File: config.mk
export PLATFORM = sky130hd
export DESIGN_NAME = mbq_state
export DESIGN_NICKNAME = d
export VERILOG_FILES = /design/src/rtl/core/mbq_pkg.sv /design/src/rtl/core/mbq_state.sv
export SDC_FILE = /design/constraint.sdc
export NUM_CORES = 1
export LEC_CHECK = 0
export BUFFER_PORTS_ARGS = -buffer_cell sky130_fd_sc_hd__buf_2
export CAP_MARGIN = 20
export CORE_MARGIN = 2
export CORE_UTILIZATION = 40
export DETAILED_ROUTE_END_ITERATION = 6
export PLACE_DENSITY = 0.61
export REMOVE_ABC_BUFFERS = 1
export SLEW_MARGIN = 10
export SYNTH_ARGS = -nofsm -noshare
export SYNTH_HDL_FRONTEND = slang
export SYNTH_SLANG_ARGS = --single-unit
File: constraint.sdc
create_clock -name i_clk -period 3.6 [get_ports i_clk]
set_input_delay 0 -clock i_clk [delete_from_list [all_inputs] [get_ports i_clk]]
set_output_delay 0 -clock i_clk [all_outputs]
set_load 0.1 [all_outputs]
File: src/rtl/core/mbq_pkg.sv
// Shared sizes, register codes and types for the multichannel biquad filter.
`timescale 1ns / 1ps

package mbq_pkg;

    // Block sizing
    localparam int NUM_CHANNELS = 2;
    localparam int SAMPLE_BITS  = 24;
    localparam int COEF_BITS    = 32;
    localparam int COEF_FRAC    = COEF_BITS - 4;
    localparam int NUM_COEFS    = 5;

    // Derived widths
    localparam int CH_W    = (NUM_CHANNELS > 1) ? $clog2(NUM_CHANNELS) : 1;
    localparam int DATA_W  = ((SAMPLE_BITS + 7) / 8) * 8;
    localparam int PROD_W  = SAMPLE_BITS + COEF_BITS;
    localparam int ACC_W   = PROD_W + 3;
    localparam int IDX_W   = 3;

    // Reset value of the leading feed-forward coefficient: 1.0
    localparam logic [COEF_BITS-1:0] COEF_ONE = COEF_BITS'(1) << COEF_FRAC;

    // Configuration register indexes
    typedef enum logic [IDX_W-1:0] {
        IDX_FF0 = 3'd0,
        IDX_FF1 = 3'd1,
        IDX_FF2 = 3'd2,
        IDX_FB1 = 3'd3,
        IDX_FB2 = 3'd4
    } t_cfg_idx;

    // Normalized coefficient set
    typedef struct packed {
        logic [COEF_BITS-1:0] ff0;
        logic [COEF_BITS-1:0] ff1;
        logic [COEF_BITS-1:0] ff2;
        logic [COEF_BITS-1:0] fb1;
        logic [COEF_BITS-1:0] fb2;
    } t_coefs;

    // Delay taps of one channel
    typedef struct packed {
        logic [SAMPLE_BITS-1:0] x1;
        logic [SAMPLE_BITS-1:0] x2;
        logic [SAMPLE_BITS-1:0] y1;
        logic [SAMPLE_BITS-1:0] y2;
    } t_taps;

    // Delay-line update request
    typedef struct packed {
        logic                   we;
        logic [CH_W-1:0]        ch;
        logic [SAMPLE_BITS-1:0] x;
        logic [SAMPLE_BITS-1:0] y;
    } t_tap_wr;

endpackage

File: src/rtl/core/mbq_state.sv
// Per-channel delay lines holding the last two inputs and outputs.
`timescale 1ns / 1ps

module mbq_state (
    input  logic                     i_clk,
    input  logic                     i_rst_n,
    input  logic [mbq_pkg::CH_W-1:0] i_rd_ch,
    output mbq_pkg::t_taps           o_taps,
    input  mbq_pkg::t_tap_wr         i_wr
);

    mbq_pkg::t_taps r_taps [mbq_pkg::NUM_CHANNELS];

    // Shift the written channel's delays; clear all channels on reset
    always_ff @(posedge i_clk) begin
        if (!i_rst_n) begin
            for (int i = 0; i < mbq_pkg::NUM_CHANNELS; i++) begin
                r_taps[i] <= '0;
            end
        end else if (i_wr.we) begin
            r_taps[i_wr.ch].x2 <= r_taps[i_wr.ch].x1;
            r_taps[i_wr.ch].x1 <= i_wr.x;
            r_taps[i_wr.ch].y2 <= r_taps[i_wr.ch].y1;
            r_taps[i_wr.ch].y1 <= i_wr.y;
        end
    end

    // Select the taps of the channel in the input register
    assign o_taps = r_taps[i_rd_ch];

endmodule

# [Yosys cells after proc, flatten, opt, wreduce, memory -nomap -nowiden]
# Memories as Yosys holds them, arrays and structs flattened.
# Index checks and enable logic that the tools add are counted.
[word_totals] reg_bits=0 latch_bits=0 ramBits=192 mem_bits_ro=0 input_bits=53 output_inout_bits=96 wordCells=9 n_memories=1
[memory_table] memory="r_taps" depth=2 word_bits=96 rd=2 rd_ports_with_merged_regs=0 write_ports=2 line_no="mbq_state.sv:12" text="mbq_pkg::t_taps r_taps [mbq_pkg::NUM_CHANNELS];"
[op_classes] add_sub_neg=0 multipliers=0 div_mod_pow=0 n_lt_le_gt_ge=0 eq_ne=0 shift=0 mux=7 bitwise_logic=0 reduce_logical=1
[ops] op="$mux 96" count=1
[ops] op="$reduce_or 96->1" count=1
[ops] op="$mux 1" count=6

# [Longest topological paths before layout]
[depth] ltp_word=5 depth_mapped=5 ltp_nobuf=2

# [Least setup slack after synthesis]
# OpenSTA, ideal clock, no wires.
[synth_timing] path_type="input to register" start="input port i_wr[49] (netlist bit)" end="memory r_taps[1][0] (netlist bit), enable pin" arrival_time_ns=2.023 slack_ns=0.679 cell_stages=3 path_buffers=1 cell_sequence="nand2_1 -> clkbuf_1 -> nand2_1"
[synth_lines] item="start: declaration" line_no="mbq_state.sv:9" text="input mbq_pkg::t_tap_wr i_wr"
[synth_lines] item="end: declaration" line_no="mbq_state.sv:12"

==> impl_metrics.json <==
{
  "status": "finished clean",
  "switchingPower_mw": 1.85,
  "finalHoldViolCount": 0,
  "dp_cells": 969,
  "drc": 0,
  "synth_area_leaders": "edfxtp_1 (68%), mux2_2 (7.5%), mux2_4 (7.1%)",
  "core_area_um2": 20900,
  "max_freq_ghz": 0.555,
  "critical_path_class": "input pin to flip-flop",
  "hpwlAfterDp_um": 10800,
  "end_kind": "flip-flop",
  "layout.cells.non_filler": 1048,
  "p_per_area_nw_per_um2": 575,
  "max_slew_margin_pct": 40.0,
  "critPathRequiredTime_ps": 3690,
  "routed_wl_um": 18000,
  "top_regs": "r_taps: 192 flops",
  "finalSetupViolations": 0,
  "clk_pin_slew_ps": 60,
  "yosysWarnings": 0,
  "setup_tns_ps": 0,
  "slew_viol_final": 0,
  "place_ws_ps": 1340,
  "fin_skew_ps": 8.69,
  "synthToLayoutAreaGrowth_pct": 24.3,
  "postPlaceCellArea_um2": 9370,
  "final_util_pct": 50.3,
  "syn_inst": 579,
  "fin_ws_ps": 1800,
  "hp-class": "input pin to flip-flop",
  "die_w_um": 149,
  "largest_reg_flops": 192,
  "drtIter0Drc": 345,
  "switching_share_pct": 30.6,
  "synth_area_leader_cell": "edfxtp_1",
  "final_cell_area_um2": 10500,
  "fin_crit_sh_pct": 50.0,
  "grt_max_degree": 60,
  "cts_buffers": 17,
  "drtPass1Iterations": 4,
  "worst_ep_arrival_time_ps": 1890,
  "synth_top_area_share_pct": 68.2,
  "port_buffers": 148,
  "die_h_um": 149,
  "setup.worst_path.start": "i_wr[48]",
  "root_buffer": "clkbuf_16",
  "synth_area_um2": 8460,
  "grt.overflow.total": 0,
  "ir_drop_uv": 335,
  "drive_gt1_share_pct": 37.4,
  "routedWlPerCell_um": 17.2,
  "via_count": 5125,
  "crit_path_max_fanout": 59,
  "seqCellArea_um2": 5770,
  "nets": 814,
  "htree_num_levels": 4,
  "antenna_cells": 0,
  "min_from": "i_rst_n",
  "comb_power_share_pct": 20.8,
  "hold_ws_ps": 127,
  "pin_count": 149,
  "gp_congestion": 0.712,
  "ant_nets": 0,
  "synth_cell_type_count": 15,
  "grt.total_usage_pct": 16.7,
  "pwr-share-clk_pct": 34.9,
  "intPower_mw": 4.20,
  "cts_tree": "built",
  "largest-register": "r_taps",
  "row_count": 53,
  "cts_sinks": 192,
  "clk_path_buf_depth": 2,
  "vias_per_cell": 4.89,
  "postSynthAreaPerCell_um2": 14.6,
  "rsz0062_at_grt": "false",
  "multiInputGateArea_um2": 2430,
  "grt_pass1_vias": 5254,
  "synth-seq-cells": 192,
  "start_util_pct": 40.5,
  "dieArea_um2": 22300,
  "grt_first_pass_wirelength_um": 28000,
  "antenna_found_initial": 0,
  "reg2reg_from": "r_taps[1][93]$_SDFFCE_PN0P_",
  "clk_latency_ps": 430,
  "postCtsSetupBuffers": 0,
  "leakagePower_nw": 4.50,
  "cap_violations": 0,
  "ys_seq_area_share_pct": 68.2,
  "seq_power_share_pct": 44.3,
  "layout_min_cycle_time_ps": 1800,
  "worst_pin_slew_ps": 900,
  "power.total_mw": 6.05,
  "critPathLaunchType": "input pin",
  "fillers": 1875
}
[worst max-delay path: stages]
cell and delay, ps:
buf_2 400, nand2b_2 370, nand2_4 620, buf_4 450
[per-layer routing]
metal  wire length (µm)  vias to the layer above  GRT usage (%)  part of all wire [%]
li1                   -                     2420              -                     -
met1               7740                     2538           21.7                    43
met2               9010                      147           27.9                    50
met3               1020                       20           3.93                   5.6
met4                280                        0           4.95                   1.6
met5                  0                        -              0                     0
[timing repair]
item                                   4_1_cts  5_1_grt
endpoints found under the hold margin       96        0
hold buffers                                48        0
resized for setup                            0        0
[cells in the mapped netlist (all sizes together)]
library cell,number
and2,48
and3,47
and3b,1
buf,27
clkbuf,16
edfxtp,192
mux2,96
nand2,53
nand2b,1
nor2,98
[power groups by stage]
stage	Clock [mW]	Combinational (mW)	Sequential (mW)
2_1_floorplan	0	0.984	2.72
3_3_place_gp	0	1.22	2.72
3_5_place_dp	0	1.23	2.73
4_1_cts	2.14	1.27	2.68
5_1_grt	2.23	1.31	2.70
6_report	2.11	1.26	2.68
[final timing paths]
check | endpoint | slack, ps | depth (start not counted)
setup reg to reg | r_taps[1][69]$_SDFFCE_PN0P_ | 2750 | 1
hold reg to reg | r_taps[0][65]$_SDFFCE_PN0P_ | 550 | 1
hold / removal | r_taps[0][72]$_SDFFCE_PN0P_ | 130 | 3
setup / recovery | r_taps[0][83]$_SDFFCE_PN0P_ | 1800 | 4
[cells in the final DEF (no fill, tap or decap)]
| master | n |
|---|---|
| nand2_1 | 50 |
| clkinvlp_4 | 1 |
| edfxtp_1 | 192 |
| nand2_4 | 2 |
| mux2_2 | 56 |
| clkinv_1 | 1 |
| clkinv_2 | 1 |
| nor2_1 | 98 |
| buf_12 | 1 |
| clkbuf_1 | 1 |
| and2_4 | 1 |
| and3_1 | 47 |
| dlygate4sd3_1 | 48 |
| mux2_4 | 40 |
| buf_2 | 147 |
| nand2b_2 | 1 |
| and2_1 | 47 |
| clkbuf_16 | 17 |
| bufinv_16 | 6 |
| and3b_2 | 1 |
| buf_4 | 10 |
| nand2_2 | 1 |
| inv_6 | 4 |
[cells by family after synthesis]
family	after synthesis	share of synthesized area, %
muxes	96	14.6
DFF	192	68.2
buffers and inverters	43	3.34
and+or+nand+nor	248	13.9
[area by class of cell]
class	count	area share, %
multi-input cells	344	23.1
clock buffers	18	4.08
flip-flops and latches	192	54.8
clock inverters	13	2.20
repair buffers	206	12.5
well taps	275	3.27
Power figures use the tool's default switching activity.
