**config.mk**
```make
export PLATFORM = sky130hd
export DESIGN_NAME = mbq_coef
export DESIGN_NICKNAME = d
export VERILOG_FILES = /design/src/rtl/core/mbq_pkg.sv /design/src/rtl/core/mbq_coef.sv
export SDC_FILE = /design/constraint.sdc
export NUM_CORES = 1
export LEC_CHECK = 0
export BUFFER_PORTS_ARGS = -buffer_cell sky130_fd_sc_hd__buf_2
export CAP_MARGIN = 0
export CORE_MARGIN = 2
export CORE_UTILIZATION = 40
export DETAILED_ROUTE_END_ITERATION = 16
export GPL_ROUTABILITY_DRIVEN = 0
export GPL_TIMING_DRIVEN = 0
export PLACE_DENSITY = 0.66
export SLEW_MARGIN = 40
export SYNTH_ARGS = -nofsm -noshare
export SYNTH_HDL_FRONTEND = slang
export SYNTH_SLANG_ARGS = --single-unit
```
**constraint.sdc**
```tcl
create_clock -name i_clk -period 1.3 [get_ports i_clk]
set_clock_uncertainty 0.05 [all_clocks]
set_input_delay 0.065 -clock i_clk [delete_from_list [all_inputs] [get_ports i_clk]]
set_output_delay 0.065 -clock i_clk [all_outputs]
set_load 0.02 [all_outputs]
```
**src/rtl/core/mbq_pkg.sv**
```systemverilog
// Shared sizes, register codes and types for the multichannel biquad filter.
`timescale 1ns / 1ps

package mbq_pkg;

    // Block sizing
    localparam int NUM_CHANNELS = 2;
    localparam int SAMPLE_BITS  = 24;
    localparam int COEF_BITS    = 32;
    localparam int COEF_FRAC    = COEF_BITS - 4;
    localparam int NUM_COEFS    = 5;

    // Derived widths
    localparam int CH_W    = (NUM_CHANNELS > 1) ? $clog2(NUM_CHANNELS) : 1;
    localparam int DATA_W  = ((SAMPLE_BITS + 7) / 8) * 8;
    localparam int PROD_W  = SAMPLE_BITS + COEF_BITS;
    localparam int ACC_W   = PROD_W + 3;
    localparam int IDX_W   = 3;

    // Reset value of the leading feed-forward coefficient: 1.0
    localparam logic [COEF_BITS-1:0] COEF_ONE = COEF_BITS'(1) << COEF_FRAC;

    // Configuration register indexes
    typedef enum logic [IDX_W-1:0] {
        IDX_FF0 = 3'd0,
        IDX_FF1 = 3'd1,
        IDX_FF2 = 3'd2,
        IDX_FB1 = 3'd3,
        IDX_FB2 = 3'd4
    } t_cfg_idx;

    // Normalized coefficient set
    typedef struct packed {
        logic [COEF_BITS-1:0] ff0;
        logic [COEF_BITS-1:0] ff1;
        logic [COEF_BITS-1:0] ff2;
        logic [COEF_BITS-1:0] fb1;
        logic [COEF_BITS-1:0] fb2;
    } t_coefs;

    // Delay taps of one channel
    typedef struct packed {
        logic [SAMPLE_BITS-1:0] x1;
        logic [SAMPLE_BITS-1:0] x2;
        logic [SAMPLE_BITS-1:0] y1;
        logic [SAMPLE_BITS-1:0] y2;
    } t_taps;

    // Delay-line update request
    typedef struct packed {
        logic                   we;
        logic [CH_W-1:0]        ch;
        logic [SAMPLE_BITS-1:0] x;
        logic [SAMPLE_BITS-1:0] y;
    } t_tap_wr;

endpackage

```
**src/rtl/core/mbq_coef.sv**
```systemverilog
// Coefficient register file written through the configuration port.
`timescale 1ns / 1ps

module mbq_coef (
    input  logic                          i_clk,
    input  logic                          i_rst_n,
    input  logic                          i_cfg_we,
    input  logic [mbq_pkg::IDX_W-1:0]     i_cfg_index,
    input  logic [mbq_pkg::COEF_BITS-1:0] i_cfg_data,
    output mbq_pkg::t_coefs               o_coefs
);

    mbq_pkg::t_coefs r_coefs;

    // Load the addressed coefficient; drop writes beyond the register list
    always_ff @(posedge i_clk) begin
        if (!i_rst_n) begin
            r_coefs.ff0 <= mbq_pkg::COEF_ONE;
            r_coefs.ff1 <= '0;
            r_coefs.ff2 <= '0;
            r_coefs.fb1 <= '0;
            r_coefs.fb2 <= '0;
        end else if (i_cfg_we) begin
            case (i_cfg_index)
                mbq_pkg::IDX_FF0: r_coefs.ff0 <= i_cfg_data;
                mbq_pkg::IDX_FF1: r_coefs.ff1 <= i_cfg_data;
                mbq_pkg::IDX_FF2: r_coefs.ff2 <= i_cfg_data;
                mbq_pkg::IDX_FB1: r_coefs.fb1 <= i_cfg_data;
                mbq_pkg::IDX_FB2: r_coefs.fb2 <= i_cfg_data;
                default: ;
            endcase
        end
    end

    assign o_coefs = r_coefs;

endmodule

```
Word-level counts from Yosys, hierarchy flattened
Cells that the tools add are included.

storage, ports and cells
  output and inout bits = 160
  word-level logic and storage cells = 15
  bits in registers = 160
  input bits = 38

operators by class
  eq/ne operators = 4
  reductions and logical operators = 6

operators with widths
  operator                                                          number
  2-bit AND reduction                                               5
  3-bit by 2-bit == test with 1-bit output (second input constant)  2
  3-bit by 1-bit == test with 1-bit output (second input constant)  1
  3-bit == test (second input constant)                             1
  3-bit zero test                                                   1

Logic depth before layout (Yosys ltp)
Gate-level depths: netlist of run 1.

  word-level depth = 2
  gate-level depth with buffers = 4
  gate-level depth less buffers = 2

Worst setup path before layout of run 1
OpenSTA, ideal clock, no wires.

  kind = input -> register
  start = input port i_cfg_index[0] (netlist bit)
  end = register r_coefs, in the netlist o_coefs[128]
  buffers on the path = 1
  data required time = 1.178 ns
  data arrival time = 0.882 ns
  stages on the path = 3
  slack = 0.297 ns
  library setup time = 0.072 ns
  cell sequence = nor4b_4 -> buf_6 -> mux2i_1

between the ends
  longest elaborated chain between the ends = 2

ends and longest elaborated chain
  what                                  RTL line        text
  from (decl)                           mbq_coef.sv:8   input logic [mbq_pkg::IDX_W-1:0] i_cfg_index,
  3-bit zero test                       mbq_coef.sv:24  case (i_cfg_index)
  2-bit AND reduction (no source line)  --
  to (decl)                             mbq_coef.sv:13  mbq_pkg::t_coefs r_coefs;

Every way passes these cells.
A chain may end at the register's enable or synchronous reset.

Worst setup path in the final report of run 1
  start = register r_coefs, in the netlist o_coefs[85]
  end = output port o_coefs[85] (netlist bit)

RTL lines
  what       RTL line        text
  to (decl)  mbq_coef.sv:10  output mbq_pkg::t_coefs o_coefs

No word-level cell between the ends.

==> reports/metrics.cfg, run 1 <==
[outcome]
run_status=complete, but fails checks
violations=hold timing

[logic_synthesis]
post-synth-top-area-cell=dfxtp_1
syn_nets=595
synth_instances=557
synth.top_cell.area_share_pct=55.02
yosys_register_bits=160
ys_seq_area_share_pct=55.02
muxShareOfSynthArea_pct=27.51
synth-xor-area-share_pct=0
synth_top_family_by_area=multiplexers
netlist_top_cells_area=dfxtp_1, mux2i_1, nand2_1
synth_fa_ha_area_share_pct=0
synth_simple_gate_area_share_pct=13.67
synthesis.area_per_instance_sq_um=10.45
synth-warning-count=0
synth.cell_area_sq_um=5822
post_synthesis_compound_gate_area_fraction_pct=0
yosys.cell_types.count=12

[drt]
routed_via_density=4.784
firstDrtPassIters=4
drt_iter0_markers=198
final_antenna_net_count=0
vias=4765
route.final.wire_length_mm=16.21
dr_drc_count=0
routed_wire_length_per_instance_um=16.28

[global_route]
grt_residual_overflow=0
grt_pass1_wl_mm=25.92
grt.busiest_layer=met2
grt_start_max_net_pins=17
gr-usage-all-layers_pct=21.12
grt.met2_usage_pct=35.00
grt_antenna_before_repair=0
grt.met1_usage_pct=25.74
grt_pass1_vias=4942
grt_use_met3_pct=6.959

[setup_path]
critPathBufInv=1
critPathMaxFanout=2
cp_data_required_time_ns=1.19
start_kind=flip-flop
critPathTopFamily=flip-flops
timing.critical_path.slowest_cell_delay_ns=0.37
critical-path-slowest-cell=dfxtp_1
cp.arrival_ns=0.98
crit_path_cell_trace=buf_2
critical_path.endpoint_type=output pin
criticalPathCategory=flip-flop to output pin

[timing]
finalHoldViolations=2
max_clock_freq_mhz=917.4
timing.max_slew.rel_slack_pct=57.85
worst-slew-pin-transition_ns=0.6296
report.final.slew_viol_count=0
timing.final.setup_violations=0
grt_setup_unrepaired=no
worst_hold_margin_ns=-0.004374
fin_ws_ns=0.2099
period_share_pct=83.85
timing.final.crit_period_ns=1.090

[worst_hold_path]
worstHoldPathType=input port to flip-flop

[power_and_ir_drop]
power_density_nw_per_um2=1416
pwr-share-seq_pct=45.1
clock_power_share_pct=47.5
power.share.combinational_pct=7.4
net_switching_w=0.002665
totalPowerFinal_w=0.01124
vdd_drop_max_mv=0.8702
swShare_pct=23.71
power.leakage_nw=4.327
cell_internal_pwr_w=0.008576

[final_layout]
largest_register_ff_count=160
syn_to_final_growth_pct=36.34
final_design_area_no_fill_sq_um=7938
final_net_count=837
num_antenna_cells=0
share_of_post_route_cells_with_drive_strength_above_1_pct=30.67

[floorplan]
floorplan.die_area_sq_um=15540
num_rows=44
pin_count=198
die_boundary_width_um=124.6
starting_density_pct=40.52
dieHeight_um=124.6
core-area_sq_um=14370

[clock_tree]
worst_setup_hold_path_clk_slew_ns=0.06
clock-sinks=160
clock_tree.htree_level_count=4
worstSkewPairLatency_ns=0.42
cts-buffers-inserted=17
root_buffer=clkbuf_16
cts_tree=built
clock_path_buffers=2

[place]
detailed_place_hpwl_mm=11.75
numPortBuffers=196
place_area_sq_um=7033
detailedPlace.worstSlack_ns=-0.1388

[job]
max_cap_violations=0

-- layout make-up --
type	instances	area, sq um
plain buffers	39	221.5
clock buffers	18	429.2
clock inverters	14	205.2
fillers	1291	6431
multi-input cells	358	2397
flip-flops and latches	160	3203
well taps	184	230.2
repair buffers	223	1251
-- power groups by stage --
stage / registers, W / clock network, W / logic [W]
3_3_place_gp: 0.00517 / 0 / 0.000760
5_1_grt: 0.00508 / 0.00566 / 0.000897
4_1_cts: 0.00507 / 0.00543 / 0.000839
2_1_floorplan: 0.00530 / 0 / 0.000337
6_report: 0.00507 / 0.00534 / 0.000833
3_5_place_dp: 0.00517 / 0 / 0.000774
-- placed cells by master (no fill, tap or decap) --
cell type,count
buf_1,2
buf_2,202
buf_4,12
buf_6,3
bufinv_16,4
clkbuf_1,17
clkbuf_16,17
clkinv_4,1
clkinvlp_4,4
dfxtp_1,160
dlygate4sd3_1,27
inv_6,4
inv_8,1
mux2i_1,160
nand2_1,191
nand4b_1,1
nand4bb_1,3
nor2b_1,2
nor4b_4,1
-- logic make-up after synthesis --
group / count (synthesis)
buf+inv: 39
mux: 160
flops: 160
simple gates: 198
-- cell usage after synthesis, drive strengths merged --
master / n
buf: 23
dfxtp: 160
nand2: 191
nor2b: 2
nand4b: 1
nand4bb: 3
nor4b: 1
clkbuf: 16
mux2i: 160
-- stage by stage --
stage / std cells / util (%) / TNS [ns]
after floorplan: 557 / - / 0
after global placement: 937 / 48.95 / -1.969
after detailed placement: 937 / 48.95 / -3.442
after CTS: 996 / 55.24 / 0
after global routing: 996 / 55.24 / 0
final: 996 / 55.24 / 0
-- layer usage --
layer | up-vias | part of all wire, %
li1 | 2321 | -
met1 | 2258 | 42
met2 | 160 | 48
met3 | 26 | 7.2
met4 | 0 | 1.9
met5 | - | 0
-- worst paths after layout --
| kind | endpoint | slack (ns) | from | depth (start not counted) |
|---|---|---|---|---|
| max | o_coefs[85] | 0.21 | o_coefs[85]$_SDFFE_PN0P_ | 1 |
| min | o_coefs[150]$_SDFFE_PN0P_ | -0.004 | i_cfg_index[0] | 3 |
| max reg2reg | o_coefs[34]$_SDFFE_PN0P_ | 0.58 | o_coefs[34]$_SDFFE_PN0P_ | 2 |
| min reg2reg | o_coefs[59]$_SDFFE_PN0P_ | 0.41 | o_coefs[59]$_SDFFE_PN0P_ | 2 |
-- repair_timing --
| item | in CTS | in global routing |
|---|---|---|
| resized for setup | 0 | 0 |
| setup buffers | 0 | 0 |
| hold buffers | 27 | 0 |
| hold endpoints to repair | 109 | 0 |
Note: power is estimated with default switching activity, not from simulation.
==> run 2: changes to the inputs <==
==> constraint.sdc (replaced) <==
create_clock -name i_clk -period 1.04 [get_ports i_clk]
set_clock_uncertainty 0.05 [all_clocks]
set_input_delay 0.052 -clock i_clk [delete_from_list [all_inputs] [get_ports i_clk]]
set_output_delay 0.052 -clock i_clk [all_outputs]
set_load 0.02 [all_outputs]
==> reports/metrics.cfg, run 2 (synthesis gave the netlist of run 1 again) <==
[final_layout]
fin_cells=1004
multiInputGateArea_sq_um=2397
nFillCells=1194
most_used_cells_in_the_layout_excluding_fill_and_tap_cells=nand2_1, mux2i_1, buf_4
share_of_post_route_cells_with_drive_strength_above_1_pct=44.20
largest_register_ff_count=160
register_area_sq_um=3341
layout.cells.most_common=nand2_1
final_net_count=844
syn_to_final_growth_pct=48.59

[drt]
final_antenna_net_count=0
route.final.wire_length_mm=16.84
dr_drc_count=0
vias=4887
routed_via_density=4.868
firstDrtPassIters=4
drt_iter0_markers=197
routed_wire_length_per_instance_um=16.77

[timing]
period_share_pct=97.90
worst_hold_margin_ns=0.02615
max_clock_freq_mhz=982.2
timing.final.setup_violations=0
timing.final.crit_period_ns=1.018
worst-slew-pin-transition_ns=0.6322
report.final.slew_viol_count=0
finalHoldViolations=0
timing.max_slew.rel_slack_pct=57.85

[setup_path]
crit_path_cell_trace=buf_4
criticalPathCategory=flip-flop to output pin
cp.arrival_ns=0.92
critPathMaxFanout=2
worstSetupStartpoint=o_coefs[93]$_SDFFE_PN0P_
critical_path_endpoint=o_coefs[93]
critical_path.endpoint_type=output pin
cp_num_cells=1
timing.rr.end=o_coefs[129]$_SDFFE_PN0P_
setup.reg_to_reg.worst_slack_ns=0.33
start_kind=flip-flop
timing.critical_path.slowest_cell_delay_ns=0.35
critPathTopFamily=flip-flops
critical_path.reg2reg.startpoint=o_coefs[129]$_SDFFE_PN0P_
critPathBufInv=1
critical-path-slowest-cell=dfxtp_1
rr_worst_depth=2
cp_data_required_time_ns=0.94

[global_route]
grt_antenna_before_repair=0
grt_start_max_net_pins=17
grt_pass1_wl_mm=26.34
gr-usage-all-layers_pct=21.43
grt_residual_overflow=0
grt_pass1_vias=5036

[power_and_ir_drop]
power.leakage_nw=4.423
vdd_drop_max_mv=1.096
power_density_nw_per_um2=1642

[worst_hold_path]
worstHoldPathType=input port to flip-flop

[clock_tree]
worstSkewPairLatency_ns=0.42
cts-buffers-inserted=17
root_buffer=clkbuf_16
cts_tree=built
worst_setup_hold_path_clk_slew_ns=0.06
clock_path_buffers=2
clock-sinks=160
clock_tree.htree_level_count=4

[floorplan]
starting_density_pct=40.52
pin_count=198
floorplan.die_area_sq_um=15540
core-area_sq_um=14370
num_rows=44
dieHeight_um=124.6
die_boundary_width_um=124.6

[place]
numPortBuffers=196
dpl.cell_count=937
detailed_place_hpwl_mm=11.75

[job]
max_cap_violations=0

[outcome]
run_status=finished clean

-- run 2: changes by cell type in the layout (fill, tap and decap cells not counted) --
| cell | before | now |
|---|---|---|
| buf_6 | 3 | 33 |
| diode_2 | 0 | 1 |
| buf_4 | 12 | 144 |
| dlygate4sd3_1 | 27 | 31 |
| dfxtp_2 | 0 | 110 |
| dfxtp_1 | 160 | 50 |
| buf_2 | 202 | 43 |
-- run 2: repair_timing --
action	in CTS	in global routing
pin swaps	0	1
hold buffers	31	0
setup endpoints to repair	76	153
resized for setup	85	214
hold endpoints to repair	132	0
buffers inserted	0	3
-- run 2: area by class of cell --
class,count,area share (%)
Tap cell,184,2.661
Sequential cell,160,38.62
Buffer,39,2.560
Antenna cell,1,0.02893
Multi-Input combinational cell,358,27.71
Clock buffer,18,4.961
Clock inverter,14,2.372
Timing Repair Buffer,230,21.09
-- run 2: per-layer routing --
layer  routed length, um  vias to the layer above  global-route usage [%]
met5                   0                        -                       0
met4                 265                        0                   7.204
met3                1210                       23                   6.959
met2                8342                      167                   36.10
met1                7020                     2359                   25.82
li1                    -                     2338                       -
-- run 2: report_power, final --
| part | internal [W] | total (W) | switching, W |
|---|---|---|---|
| Sequential | 0.00628 | 0.00636 | 0.0000826 |
| Clock | 0.00407 | 0.00669 | 0.00262 |
| Combinational | 0.000491 | 0.00115 | 0.000660 |
| Total | 0.0108 | 0.0142 | 0.00336 |
-- run 2: worst min-delay path by stage --
| stage | start | end | depth (start not counted) |
|---|---|---|---|
| floorplan | i_cfg_data[28] | o_coefs[156]$_SDFFE_PN1P_ | 2 |
| global placement | i_cfg_data[28] | o_coefs[156]$_SDFFE_PN1P_ | 3 |
| detailed placement | i_cfg_data[28] | o_coefs[156]$_SDFFE_PN1P_ | 3 |
| CTS | i_cfg_index[0] | o_coefs[150]$_SDFFE_PN0P_ | 3 |
| global route | i_cfg_data[15] | o_coefs[79]$_SDFFE_PN0P_ | 3 |
| finish | i_cfg_data[15] | o_coefs[79]$_SDFFE_PN0P_ | 3 |
-- run 2: metrics by stage --
step                      worst slack [ns]  total power [W]   TNS, ns  util (%)  area, sq um
after global routing              -0.01779          0.01468  -0.05019     60.19         8648
after CTS                        0.0001216          0.01422         0     56.92         8179
after floorplan                    0.04968         0.007051         0         -         5822
after global placement             -0.3256         0.007413    -19.42     48.95         7033
after detailed placement           -0.3858         0.007436    -24.09     48.95         7033
final                              0.02187          0.01420         0     60.21         8651
